`src/hdl/lbcs_pkg.sv`:
```
// ============================================================================
// lbcs_pkg
// Shared types and constants for the LED blink-code sequencer.
// ============================================================================
`default_nettype none

package lbcs_pkg;

    // Widths of the pulse counts and of the running unit counter.
    localparam int SolarCountWidth   = 7;   // (65535 + 500) / 1000 = 66
    localparam int BatteryCountWidth = 9;   // (65535 + 100) / 200  = 328
    localparam int LoadCountWidth    = 7;
    localparam int UnitsWidth        = 10;  // 66 + 328 + 66 = 460
    localparam int TimeWidth         = 16;
    localparam int WeightWidth       = 4;
    localparam int CfgIndexWidth     = 3;

    // Register reset values.
    localparam logic [TimeWidth-1:0]   OffTimeReset     = 16'd250;
    localparam logic [TimeWidth-1:0]   GapTimeReset     = 16'd750;
    localparam logic [TimeWidth-1:0]   ShortOnTimeReset = 16'd250;
    localparam logic [TimeWidth-1:0]   LongOnTimeReset  = 16'd500;
    localparam logic [WeightWidth-1:0] LongWeightReset  = 4'd5;

    // Register indexes on the configuration port.
    typedef enum logic [CfgIndexWidth-1:0] {
        REG_OFF_TIME      = 3'd0,
        REG_GAP_TIME      = 3'd1,
        REG_SHORT_ON_TIME = 3'd2,
        REG_LONG_ON_TIME  = 3'd3,
        REG_LONG_WEIGHT   = 3'd4
    } cfg_index_t;

    // Input operation codes.
    localparam logic OP_TICK  = 1'b0;
    localparam logic OP_START = 1'b1;

    typedef struct packed {
        logic [TimeWidth-1:0]   off_time;
        logic [TimeWidth-1:0]   gap_time;
        logic [TimeWidth-1:0]   short_on_time;
        logic [TimeWidth-1:0]   long_on_time;
        logic [WeightWidth-1:0] long_weight;
    } cfg_t;

    typedef struct packed {
        logic [TimeWidth-1:0]         wait_count;
        logic [SolarCountWidth-1:0]   solar_count;
        logic [BatteryCountWidth-1:0] battery_count;
        logic [LoadCountWidth-1:0]    load_count;
        logic [UnitsWidth-1:0]        units_shown;
        logic                         lamp_lit;
        logic                         green_level;
        logic                         red_level;
    } seq_state_t;

    typedef struct packed {
        logic [SolarCountWidth-1:0]   solar_count;
        logic [BatteryCountWidth-1:0] battery_count;
        logic [LoadCountWidth-1:0]    load_count;
    } counts_t;

    typedef struct packed {
        logic green_on;
        logic red_on;
        logic busy_res;
    } result_t;

endpackage

`default_nettype wire

```
`src/hdl/led_blink_code_sequencer.sv`:
```
// ============================================================================
// led_blink_code_sequencer
// Shows solar, battery and load readings as pulse codes on a two-color LED.
// ============================================================================
// The slave channel carries one transaction per millisecond tick (tuser = 0)
// or a start (tuser = 1) with three readings in tdata. A start rounds solar
// and load power to whole watts and battery voltage to 200 mV steps, then
// blinks green for solar, yellow for battery and red for load, using long
// pulses worth long_weight units where they fit and short pulses otherwise.
// A start during a sequence restarts it.
//
// Every slave transaction produces exactly one master transaction holding
// the LED levels and a busy flag after that step. The readings are rounded
// by reciprocal multipliers into the input register; the sequencer step runs
// between the input register and the result register. A result is presented
// once its transaction has passed through both registers, and while the
// receiver does not stall one transaction is taken per cycle.
// When the receiver stalls, the result register holds and the input register
// fills; s_tready falls only when both are occupied.
// Reset (aresetn low, synchronous) loads the register defaults, turns the
// LED off and empties both stages. Configuration writes via cfg_wr_en take
// effect at the next edge and are meant to happen only while idle.
// ============================================================================
`default_nettype none

module led_blink_code_sequencer
    import lbcs_pkg::*;
(
    input  wire logic                     aclk,
    input  wire logic                     aresetn,
    // Configuration write port.
    input  wire logic                     cfg_wr_en,
    input  wire logic [CfgIndexWidth-1:0] cfg_index,
    input  wire logic [TimeWidth-1:0]     cfg_wdata,
    // Input channel.
    input  wire logic                     s_tvalid,
    output logic                          s_tready,
    input  wire logic [47:0]              s_tdata,  // solar_power_mw, battery_mv, load_power_mw
    input  wire logic                     s_tuser,  // operation
    // Result channel.
    output logic                          m_tvalid,
    input  wire logic                     m_tready,
    output logic [7:0]                    m_tdata   // green_on, red_on, busy_res, zero pad
);

    cfg_t       cfg_reg;
    seq_state_t st_reg;
    seq_state_t st_next;
    counts_t    counts_round;
    counts_t    in_counts_reg;
    logic       in_start_reg;
    logic       in_valid_reg;
    result_t    step_result;
    result_t    out_result_reg;
    logic       out_valid_reg;
    logic       step_fire;
    logic       in_accept;

    // Configuration registers.
    always_ff @(posedge aclk) begin
        if (!aresetn) begin
            cfg_reg.off_time      <= OffTimeReset;
            cfg_reg.gap_time      <= GapTimeReset;
            cfg_reg.short_on_time <= ShortOnTimeReset;
            cfg_reg.long_on_time  <= LongOnTimeReset;
            cfg_reg.long_weight   <= LongWeightReset;
        end else if (cfg_wr_en) begin
            case (cfg_index)
                REG_OFF_TIME:      cfg_reg.off_time      <= cfg_wdata;
                REG_GAP_TIME:      cfg_reg.gap_time      <= cfg_wdata;
                REG_SHORT_ON_TIME: cfg_reg.short_on_time <= cfg_wdata;
                REG_LONG_ON_TIME:  cfg_reg.long_on_time  <= cfg_wdata;
                REG_LONG_WEIGHT:   cfg_reg.long_weight   <= cfg_wdata[WeightWidth-1:0];
                default: ;
            endcase
        end
    end

    // The step runs whenever the input stage holds a transaction and the
    // result register is empty or being drained this cycle.
    assign step_fire = in_valid_reg && (!out_valid_reg || m_tready);
    assign s_tready  = !in_valid_reg || step_fire;
    assign in_accept = s_tvalid && s_tready;

    lbcs_round u_round (
        .solar_power_mw (s_tdata[15:0]),
        .battery_mv     (s_tdata[31:16]),
        .load_power_mw  (s_tdata[47:32]),
        .counts         (counts_round)
    );

    // Input stage: rounded counts and the operation.
    always_ff @(posedge aclk) begin
        if (!aresetn) begin
            in_valid_reg <= 1'b0;
        end else if (in_accept) begin
            in_valid_reg <= 1'b1;
        end else if (step_fire) begin
            in_valid_reg <= 1'b0;
        end
    end

    always_ff @(posedge aclk) begin
        if (in_accept) begin
            in_counts_reg <= counts_round;
            in_start_reg  <= (s_tuser == OP_START);
        end
    end

    lbcs_step u_step (
        .cfg        (cfg_reg),
        .state      (st_reg),
        .start      (in_start_reg),
        .counts     (in_counts_reg),
        .state_next (st_next),
        .result     (step_result)
    );

    // Sequencer state, updated once per stepped transaction.
    always_ff @(posedge aclk) begin
        if (!aresetn) begin
            st_reg <= '0;
        end else if (step_fire) begin
            st_reg <= st_next;
        end
    end

    // Result register.
    always_ff @(posedge aclk) begin
        if (!aresetn) begin
            out_valid_reg <= 1'b0;
        end else if (step_fire) begin
            out_valid_reg <= 1'b1;
        end else if (m_tready) begin
            out_valid_reg <= 1'b0;
        end
    end

    always_ff @(posedge aclk) begin
        if (step_fire) begin
            out_result_reg <= step_result;
        end
    end

    assign m_tvalid = out_valid_reg;
    assign m_tdata  = {5'd0, out_result_reg.busy_res, out_result_reg.red_on,
                       out_result_reg.green_on};

    // The input stage only refuses data when both stages are full and stalled.
    assert property (@(posedge aclk) disable iff (!aresetn)
        !s_tready |-> (in_valid_reg && out_valid_reg && !m_tready))
        else $error("input stage blocked without a downstream stall");

    // The unit counter never runs past the total of the three counts.
    assert property (@(posedge aclk) disable iff (!aresetn)
        st_reg.units_shown <= (UnitsWidth'(st_reg.solar_count) +
                               UnitsWidth'(st_reg.battery_count) +
                               UnitsWidth'(st_reg.load_count)))
        else $error("units shown exceeds the pulse total");

    // A lit LED always means the last result reported a busy sequence.
    assert property (@(posedge aclk) disable iff (!aresetn)
        st_reg.lamp_lit |-> out_result_reg.busy_res)
        else $error("LED lit while result reports idle");

    // A stepped transaction always shows up in the result register next cycle.
    assert property (@(posedge aclk) disable iff (!aresetn)
        step_fire |=> out_valid_reg)
        else $error("stepped transaction lost");

endmodule

`default_nettype wire

```
`src/hdl/lbcs_round.sv`:
```
// ============================================================================
// lbcs_round
// Rounds the three readings to pulse counts by reciprocal multiplication.
// ============================================================================
`default_nettype none

module lbcs_round
    import lbcs_pkg::*;
(
    input  wire logic [15:0] solar_power_mw,
    input  wire logic [15:0] battery_mv,
    input  wire logic [15:0] load_power_mw,
    output counts_t          counts
);

    // x / 1000 == (x * 134218) >> 27 and x / 200 == (x * 167773) >> 25,
    // both exact for every x below 2^17.
    localparam logic [17:0] RecipKilo  = 18'd134218;
    localparam logic [17:0] RecipBatt  = 18'd167773;
    localparam logic [16:0] HalfKilo   = 17'd500;
    localparam logic [16:0] HalfBatt   = 17'd100;

    logic [16:0] solar_sum;
    logic [16:0] batt_sum;
    logic [16:0] load_sum;
    logic [34:0] solar_prod;
    logic [34:0] batt_prod;
    logic [34:0] load_prod;

    assign solar_sum  = {1'b0, solar_power_mw} + HalfKilo;
    assign batt_sum   = {1'b0, battery_mv} + HalfBatt;
    assign load_sum   = {1'b0, load_power_mw} + HalfKilo;

    assign solar_prod = {18'd0, solar_sum} * {17'd0, RecipKilo};
    assign batt_prod  = {18'd0, batt_sum} * {17'd0, RecipBatt};
    assign load_prod  = {18'd0, load_sum} * {17'd0, RecipKilo};

    assign counts.solar_count   = solar_prod[33:27];
    assign counts.battery_count = batt_prod[33:25];
    assign counts.load_count    = load_prod[33:27];

endmodule

`default_nettype wire

```
`src/hdl/lbcs_step.sv`:
```
// ============================================================================
// lbcs_step
// Next-state and result logic for one tick or start transaction.
// ============================================================================
`default_nettype none

module lbcs_step
    import lbcs_pkg::*;
(
    input  wire cfg_t       cfg,
    input  wire seq_state_t state,
    input  wire logic       start,
    input  wire counts_t    counts,
    output seq_state_t      state_next,
    output result_t         result
);

    seq_state_t            cur;
    logic [UnitsWidth-1:0] total;
    logic [UnitsWidth-1:0] solar_w;
    logic [UnitsWidth-1:0] battery_w;
    logic [UnitsWidth-1:0] load_w;
    logic [UnitsWidth-1:0] done_units;
    logic [UnitsWidth-1:0] meas_count;
    logic [UnitsWidth:0]   long_end;
    logic [WeightWidth-1:0] weight;
    logic [TimeWidth-1:0]  duration;
    logic [TimeWidth:0]    wait_sum;
    logic                  seq_done;
    logic                  pulse_green;
    logic                  pulse_red;
    logic                  use_long;

    function automatic logic [TimeWidth-1:0] at_least_one(input logic [TimeWidth-1:0] v);
        return (v == '0) ? TimeWidth'(1) : v;
    endfunction

    // A start replaces the counts and rewinds the sequence before stepping.
    always_comb begin
        cur = state;
        if (start) begin
            cur.solar_count   = counts.solar_count;
            cur.battery_count = counts.battery_count;
            cur.load_count    = counts.load_count;
            cur.units_shown   = '0;
            cur.lamp_lit      = 1'b0;
            cur.wait_count    = '0;
        end
    end

    assign solar_w   = UnitsWidth'(cur.solar_count);
    assign battery_w = UnitsWidth'(cur.battery_count);
    assign load_w    = UnitsWidth'(cur.load_count);
    assign total     = solar_w + battery_w + load_w;
    assign seq_done  = !cur.lamp_lit && (cur.units_shown >= total);
    assign weight    = (cfg.long_weight == '0) ? WeightWidth'(1) : cfg.long_weight;

    // Pick the measurement whose pulses are being shown.
    always_comb begin
        if (cur.units_shown < solar_w) begin
            done_units  = cur.units_shown;
            meas_count  = solar_w;
            pulse_green = 1'b1;
            pulse_red   = 1'b0;
        end else if ((cur.units_shown - solar_w) < battery_w) begin
            done_units  = cur.units_shown - solar_w;
            meas_count  = battery_w;
            pulse_green = 1'b1;
            pulse_red   = 1'b1;
        end else begin
            done_units  = cur.units_shown - solar_w - battery_w;
            meas_count  = load_w;
            pulse_green = 1'b0;
            pulse_red   = 1'b1;
        end
    end

    assign long_end = {1'b0, done_units} + (UnitsWidth + 1)'(weight);
    assign use_long = (long_end <= {1'b0, meas_count});

    always_comb begin
        state_next = cur;
        duration   = at_least_one(cfg.off_time);
        if (cur.lamp_lit) begin
            if ((cur.units_shown == solar_w) || (cur.units_shown == solar_w + battery_w)) begin
                duration = at_least_one(cfg.gap_time);
            end else begin
                duration = at_least_one(cfg.off_time);
            end
        end else if (use_long) begin
            duration = at_least_one(cfg.long_on_time);
        end else begin
            duration = at_least_one(cfg.short_on_time);
        end
        // The wait count is zero or one at a transition; one carries over.
        wait_sum = {1'b0, cur.wait_count} + {1'b0, duration} - (TimeWidth + 1)'(1);

        if (!seq_done) begin
            if (cur.wait_count > TimeWidth'(1)) begin
                state_next.wait_count = cur.wait_count - TimeWidth'(1);
            end else begin
                state_next.wait_count = wait_sum[TimeWidth-1:0];
                if (cur.lamp_lit) begin
                    state_next.lamp_lit    = 1'b0;
                    state_next.green_level = 1'b0;
                    state_next.red_level   = 1'b0;
                end else begin
                    state_next.lamp_lit    = 1'b1;
                    state_next.green_level = pulse_green;
                    state_next.red_level   = pulse_red;
                    if (use_long) begin
                        state_next.units_shown = cur.units_shown + UnitsWidth'(weight);
                    end else begin
                        state_next.units_shown = cur.units_shown + UnitsWidth'(1);
                    end
                end
            end
        end
    end

    assign result.green_on = state_next.green_level;
    assign result.red_on   = state_next.red_level;
    assign result.busy_res = !(!state_next.lamp_lit && (state_next.units_shown >= total));

endmodule

`default_nettype wire

```
`config.mk`:
```
export PLATFORM = sky130hd
export DESIGN_NAME = led_blink_code_sequencer
export DESIGN_NICKNAME = d
export VERILOG_FILES = /design/src/hdl/lbcs_pkg.sv /design/src/hdl/led_blink_code_sequencer.sv /design/src/hdl/lbcs_round.sv /design/src/hdl/lbcs_step.sv
export SDC_FILE = /design/constraint.sdc
export NUM_CORES = 1
export LEC_CHECK = 0
export BUFFER_PORTS_ARGS = -buffer_cell sky130_fd_sc_hd__buf_2
export CAP_MARGIN = 20
export CORE_MARGIN = 2
export CORE_UTILIZATION = 30
export CTS_CLUSTER_SIZE = 16
export DETAILED_ROUTE_END_ITERATION = 7
export GPL_TIMING_DRIVEN = 0
export HOLD_SLACK_MARGIN = 0.06
export PLACE_DENSITY_LB_ADDON = 0.05
export SETUP_SLACK_MARGIN = 0.15
export SLEW_MARGIN = 20
export SYNTH_ARGS = -nofsm -noshare
export SYNTH_HDL_FRONTEND = slang
export SYNTH_SLANG_ARGS = --single-unit
```
`constraint.sdc`:
```
create_clock -name aclk -period 35.1 [get_ports aclk]
set_input_delay 5.265 -clock aclk [delete_from_list [all_inputs] [get_ports aclk]]
set_output_delay 5.265 -clock aclk [all_outputs]
set_load 0.05 [all_outputs]
```
==> key figures, run 1 <==
Run status
  – Outcome: complete, no violations

Clocking
  – Clk buf depth: 2
  – Post-CTS Hold Buffers: 0
  – CTS Buf Count: 17
  – Root buf cell: clkbuf_16
  – H-tree depth: 4
  – Clock transition at path regs: roughly 0.070 ns
  – Clk_lat worst skew: approximately 0.45 ns
  – Setup bufs post-CTS: 0
  – Post_cts resized: 0
  – CTS tree: yes
  – CTS sink cnt: between 100 and 150

STA
  – Slew @ Worst Pin: 1.085 ns
  – RSZ-0062 raised after global routing: false
  – Post-route minimum period: approximately 15 ns
  – Slew Limit Fails: 0
  – Final hold slack: around 0.47 ns
  – Final setup viols: 0
  – Setup Skew: 0.008086 ns
  – Ratio of final minimum period to clock period: between 40 and 50%
  – Final Hold Fails: 0
  – TNS Setup: 0 ns
  – F_max: ~65 MHz
  – Slew margin rel.: 27.13%

Setup path
  – Critical Path Slowest Stage Cell: clkbuf_1
  – Most used cell, CP: a21oi_1
  – Flop-to-flop setup slack: roughly 20 ns
  – Critical path type: reg2reg
  – CP Launch Type: flip-flop
  – Critical Path AT: 15.64 ns
  – Max FO, Critical Path: 10
  – CP endpoint kind: flip-flop
  – Slowest stage delay, CP: 0.79 ns
  – Data required time of the worst path: 35.39 ns

Detailed routing
  – Pre-Repair DR Iteration Count: 7
  – Drt via density: 4.851
  – Routed Antenna Nets: 0
  – Via count: 18.77k
  – Total Routed Length: about 69000 um
  – Detailed Route Iter0 Violations: 834
  – DR WL/cell: about 18 um
  – DRC violations left: 0

Placement
  – Routability congestion estimate: 0.8827
  – Post-placement cell area: 25330 um2
  – Post-detail-place hpwl: 57960 um
  – Port Buf Inserts: 76

Power and ir drop
  – Peak supply drop: 0.00008974 V
  – Switching pwr: 1.102 mW
  – Power Internal: 1.039 mW
  – P_leak: 12.92 nW
  – PwrDens: 82.62 nW/um2
  – Switching share of power: 51.47%
  – Seq pwr share: 10.6%
  – Comb power frac: 80.8%
  – Clock share of power: 8.7%

Global route
  – Gr ovfl total: 0
  – Total track usage: 17.39%
  – Largest net degree at the start of global routing: 25
  – Vias in the first global route: 19.89k
  – First-pass GRT wire length: 111200 um
  – Initial antenna violation count: 5

Layout
  – Share of layout cells above drive strength 1: 6.259%
  – Finished Cell Area: around 26000 um2
  – Area delta synth->final: 9.795%
  – Max reg flops: 68
  – Layout net count: 3598
  – Finished Core Util: 33.35%

Logic synthesis
  – Syn. warnings: 0
  – FF+latch count, synth: 149
  – Top cell type's share of synthesized area: between 20% and 30%
  – FFs w/ async S/R, synth: 0%
  – Synth Instances: around 2.7k
  – Synth area leaders: ha_1 27%, fa_1 17%, dfxtp_1 10%
  – Distinct cells, synth: a little under 90
  – Primary FF master, synth: dfxtp_1
  – Number of enable flip-flop cells after synthesis: 27
  – Synth Cell Area: 23610 um2
  – Avg Cell Area, Syn: 8.692 um2
  – Synth area leader: ha_1
  – Sequential-to-total area share from yosys stat: between 10 and 15%

Die
  – Die width: 284.5 um
  – Die H: roughly 280 um
  – Die ar.: 80950 um2
  – Core ar.: 77720 um2
  – Starting Density: a little under a third
  – Num ports: 83
  – Placement Rows: 102

Min path
  – Hold crit path type: reg2reg

Run
  – MaxCap Viol Count: 0
-- cell type report --
type | count | area (um2)
antenna | 2 | 5.005
buffer | 81 | 351.6
clock buffer | 19 | 454.2
clock inverter | 13 | 116.4
fill | 8229 | 51800
inverter | 474 | 1780
multi-input combinational | 2016 | 18280
sequential | 149 | 3253
tap | 1040 | 1301
timing repair buffer | 76 | 380.4
-- worst max-delay path, delay by kind of cell, from the launching register on --
kind / cells / cell delay (ns)
buf+inv: 7 / 3.18
compound gates: 20 / 4.81
flops: 1 / 0.47
simple gates: 16 / 2.62
mux: 1 / 0.61
xor+xnor: 3 / 0.65
fa+ha+maj: 8 / 2.81
-- path summary, 6_finish.rpt --
kind,from,end,depth (start not counted)
worst max-delay path,in_start_reg,m_tdata[2],55
worst min-delay path,st_reg[45],st_reg[45],2
worst max register to register,in_start_reg,m_tdata[2],55
worst min register to register,st_reg[45],st_reg[45],2
-- Yosys cell counts (9+ instances only) --
cell        n
nor3_1     39
nor2_1    145
nand2_1   271
o21ai_0    85
a21oi_1   107
fa_1      200
nor4_1     20
o21bai_1    9
a31oi_1    15
mux2i_1    30
inv_1     470
mux2_2     21
xnor2_1    90
a221o_1    11
and4_1     12
nand3_1    58
xor2_1     43
clkbuf_1   63
a211oi_1   27
o31ai_1     9
and2_1     11
nand2b_1   13
ha_1      510
and3_1     14
or3_1      13
edfxtp_1   27
a21boi_0   43
a22oi_1    11
dfxtp_1   122
nand4_1    19
a21o_1     37
nor2b_1    26
o21a_1     16
o211ai_1   10
-- stage by stage --
stage | total power, mW | instances | setup WS, ns
final | 2.141 | 3870 | 19.75
after global routing | 2.449 | 3868 | 18.70
after CTS | 2.186 | 3868 | 19.81
after detailed placement | 1.973 | 3836 | 19.93
after global placement | 1.964 | 3836 | 19.34
after floorplan | 1.507 | 2720 | 22.79
-- cell families after synthesis --
kind of cell | synth area share [%]
fa+ha+maj | 43.99
simple gates | 13.21
buf+inv | 9.032
compound gates | 12.72
flops | 13.78
xor+xnor | 4.935
mux | 2.322
other cells | 0.01589
-- cells in the final DEF (no fill, tap or decap), types with 10 or more instances in the layout --
master,count
and2_1,10
inv_1,470
buf_2,81
nand2b_1,13
nor2b_1,26
clkbuf_16,18
mux2_2,21
nor2_1,145
nand2_1,271
nand3_1,58
nor4_1,20
and4_1,12
o21ai_0,85
xor2_1,42
o211ai_1,10
mux2i_1,29
xnor2_1,87
a221o_1,11
or3_1,13
nand4_1,19
fa_1,200
clkbuf_1,64
nor3_1,38
a211oi_1,27
o21a_1,16
a21o_1,37
edfxtp_1,27
ha_1,510
a21oi_1,107
dfxtp_1,122
a21boi_0,43
a31oi_1,15
and3_1,14
a22oi_1,11
-- power by group through the flow --
stage	clock network [mW]	logic, mW	registers (mW)
3_3_place_gp	0	1.73	0.230
6_report	0.186	1.73	0.227
4_1_cts	0.191	1.77	0.226
5_1_grt	0.199	2.02	0.230
2_1_floorplan	0	1.28	0.226
3_5_place_dp	0	1.74	0.230
-- routing by layer --
| layer | track usage [%] | vias to the layer above | routed length (um) |
|---|---|---|---|
| met2 | 29.80 | 288 | 32670 |
| met3 | 1.300 | 54 | 1866 |
| met4 | 3.697 | 0 | 960 |
| li1 | - | 9335 | - |
| met5 | 0 | - | 0 |
| met1 | 23.88 | 9096 | 33380 |
Note: power is estimated with default switching activity, not from simulation.
==> run 2: changes to the inputs <==
ABC_AREA = 1   (was not set)
clock period = 14.55 ns   (was 35.1 ns; I/O delays follow)
==> key figures, run 2 <==
Clocking
  – Post-CTS Hold Buffers: 0 (unchanged)
  – Post_cts resized: 0 (unchanged)
  – CTS tree: yes
  – CTS sink cnt: 149 (unchanged)
  – Root buf cell: clkbuf_16
  – Clock transition at path regs: 0.06 ns (about the same)
  – Clk_lat worst skew: 0.45 ns (about the same)
  – H-tree depth: 4 (unchanged)
  – CTS Buf Count: 17 (unchanged)
  – Clk buf depth: 2 (unchanged)
  – Setup bufs post-CTS: 0 (unchanged)

Setup path
  – CP top delay family: compound AO/OA/AOI/OAI gates
  – Critical Path AT: 12.70 ns (-2.94 ns)
  – Worst Setup SP: in_start_reg
  – Critical path type: reg2reg
  – R2r worst-path depth: 68 (+24%)
  – CP Launch Type: flip-flop
  – FF-to-FF End: st_reg[50]
  – Most used cell, CP: nand2_1
  – Crit path to: st_reg[50]
  – CP endpoint kind: flip-flop
  – Critical Path Slowest Stage Cell: clkbuf_1
  – Buf/Inv on CP: 14 (+7)
  – Critical path depth: 68 (+24%)
  – Data required time of the worst path: 14.86 ns (-20.53 ns)
  – Max FO, Critical Path: 10 (unchanged)
  – Flop-to-flop setup slack: 2.16 ns (-17.60 ns)
  – Slowest stage delay, CP: 0.58 ns (-0.21 ns)
  – Crit Reg-Reg Startpoint: in_start_reg

Detailed routing
  – DRC violations left: 0 (unchanged)
  – Pre-Repair DR Iteration Count: 7 (unchanged)
  – Detailed Route Iter0 Violations: 746 (-11%)
  – Drt via density: 4.704 (-3.0%)
  – DR WL/cell: 17.06 um (-4.1%)
  – Via count: 19.32k (+2.9%)
  – Total Routed Length: 70100 um (+1.8%)
  – Routed Antenna Nets: 0 (unchanged)

STA
  – RSZ-0062 raised after global routing: false
  – Final setup viols: 0 (unchanged)
  – Slew Limit Fails: 0 (unchanged)
  – Final Hold Fails: 0 (unchanged)
  – TNS Setup: 0 ns (unchanged)
  – F_max: 80.68 MHz (+24%)
  – Ratio of final minimum period to clock period: 85.18% (+41 points)
  – Post-route minimum period: 12.39 ns (-2.953 ns)
  – Slew margin rel.: 25.03% (-2.1 points)
  – Setup Skew: 0.01241 ns (+0.004325 ns)
  – Slew @ Worst Pin: 1.113 ns (+0.02808 ns)
  – Final hold slack: 0.4646 ns (-0.003232 ns)
  – Min setup slack post-route: 2.156 ns (-17.60 ns)

Global route
  – Total track usage: 17.65% (+0.26 points)
  – Largest net degree at the start of global routing: 25 (unchanged)
  – Vias in the first global route: 19.94k (+0.24%)
  – First-pass GRT wire length: 112100 um (+0.84%)
  – Initial antenna violation count: 0 (-5)
  – Gr ovfl total: 0 (unchanged)

Power and ir drop
  – Peak supply drop: 0.0001696 V (+89%)
  – P_leak: 13.66 nW (+5.7%)
  – PwrDens: 205.3 nW/um2 (+150%)

Layout
  – Share of layout cells above drive strength 1: 6.226% (-0.033 points)
  – Max reg flops: 68 (unchanged)
  – ANT cells: 0 (-2)
  – Finished Cell Area: 25880 um2 (-0.15%)
  – Area delta synth->final: 9.800% (about the same)
  – Most frequent cells in the layout: 615 x inv_1, 510 x ha_1, 407 x nand2_1, 200 x fa_1, 187 x nor2_1
  – Finished Core Util: 33.35% (about the same)
  – Commonest non-fill, non-tap cell in the layout: inv_1
  – Layout net count: 3838 (+6.7%)
  – Filler cells: 8410 (+2.2%)

Placement
  – Routability congestion estimate: 0.8602 (-2.5%)
  – Post-detail-place hpwl: 59940 um (+3.4%)
  – Worst slack, placed: 2.261 ns (-17.67 ns)
  – Post-placement cell area: 25290 um2 (-0.14%)
  – Port Buf Inserts: 76 (unchanged)

Logic synthesis
  – Synth Instances: 2954 (+8.8%)
  – Synth Cell Area: 23570 um2 (-0.16%)
  – FFs w/ async S/R, synth: 0% (unchanged)
  – Top cell type's share of synthesized area: 27.07% (+0.043 points)
  – Primary FF master, synth: dfxtp_1
  – FF+latch count, synth: 149 (unchanged)
  – Synth area leader: ha_1
  – Synth area leaders: ha_1 27%, fa_1 17%, dfxtp_1 10%
  – Commonest cells post-synth: 615 x inv_1, 510 x ha_1, 407 x nand2_1
  – Number of enable flip-flop cells after synthesis: 27 (unchanged)
  – Distinct cells, synth: 67 (-24%)
  – Most common cell in the netlist: inv_1
  – Syn. warnings: 0 (unchanged)
  – Sequential-to-total area share from yosys stat: 13.80% (+0.022 points)
  – Avg Cell Area, Syn: 7.979 um2 (-8.2%)

Run
  – MaxCap Viol Count: 0 (unchanged)

Min path
  – Hold crit path type: reg2reg
  – HP Start: st_reg[46]
  – Cell depth of the worst hold path: 2 (unchanged)

Die
  – Placement Rows: 102 (unchanged)
  – Starting Density: 30.37% (about the same)
  – Die width: 284.3 um (about the same)
  – Die ar.: 80820 um2 (-0.16%)
  – Core ar.: 77590 um2 (-0.16%)
  – Num ports: 83 (unchanged)
  – Die H: 284.3 um (about the same)

Run status
  – Outcome: complete, no violations
[run 2: cell count changes after synthesis, sizes merged, moves of 39 or more]
cell,previous run,this run
nand3,60,120
nand2,272,428
a21boi,44,5
xnor2,90,35
nor2,145,192
inv,472,623
a21oi,107,177
o21ai,91,155
[run 2: worst min-delay path by stage]
stage                 end  slack (ns)
5_1_grt        st_reg[44]        0.48
2_1_floorplan  st_reg[29]        0.43
3_5_place_dp   st_reg[46]        0.46
3_3_place_gp   st_reg[29]        0.45
6_report       st_reg[46]        0.46
4_1_cts        st_reg[46]        0.47
[run 2: cell families after synthesis]
kind of cell / Yosys count / synth area share (%)
adders and majority gates: 710 / 44.06
AOI/OAI and AO/OA: 453 / 11.16
and+or+nand+nor: 840 / 15.66
other: 1 / 0.01591
buffers and inverters: 691 / 11.21
DFF: 149 / 13.80
xor gates and xnor gates: 110 / 4.088
[run 2: per-stage QoR]
| stage | cells | total power [mW] |
|---|---|---|
| after floorplan | 2958 | 3.756 |
| after global placement | 4074 | 4.925 |
| after detailed placement | 4075 | 4.924 |
| after CTS | 4107 | 5.431 |
| after global routing | 4108 | 6.069 |
| final | 4108 | 5.312 |
[run 2: worst reg2reg max path: cells and delay by family (launching register included)]
kind | cells | cell delay (ns)
compound gates | 18 | 3.45
buf+inv | 14 | 3.06
simple gates | 28 | 2.85
fa+ha+maj | 6 | 2.02
xor+xnor | 2 | 0.49
flops | 1 | 0.37
[run 2: report_power, final]
group	internal (mW)	switching, mW	leakage, nW	total (mW)
Sequential	0.501	0.0262	1.26	0.528
Clock	0.252	0.196	0.292	0.449
Combinational	1.71	2.63	12.1	4.34
[run 2: layer usage]
| layer | track usage, % | part of all wire [%] | vias up |
|---|---|---|---|
| met5 | 0 | 0 | - |
| met4 | 3.145 | 1.2 | 0 |
| met3 | 1.388 | 2.2 | 49 |
| met2 | 30.76 | 48 | 272 |
| met1 | 24.00 | 49 | 9211 |
| li1 | - | - | 9791 |
[run 2: cell type report]
class                           count  area, um2  area share, %
Multi-Input combinational cell   2118      17710          68.43
Sequential cell                   149       3253          12.57
Inverter                          626       2362          9.128
Tap cell                         1040       1301          5.028
Clock buffer                       20      467.9          1.808
Timing Repair Buffer               78      392.9          1.518
Buffer                             65      279.0          1.078
Clock inverter                     12      113.9         0.4400
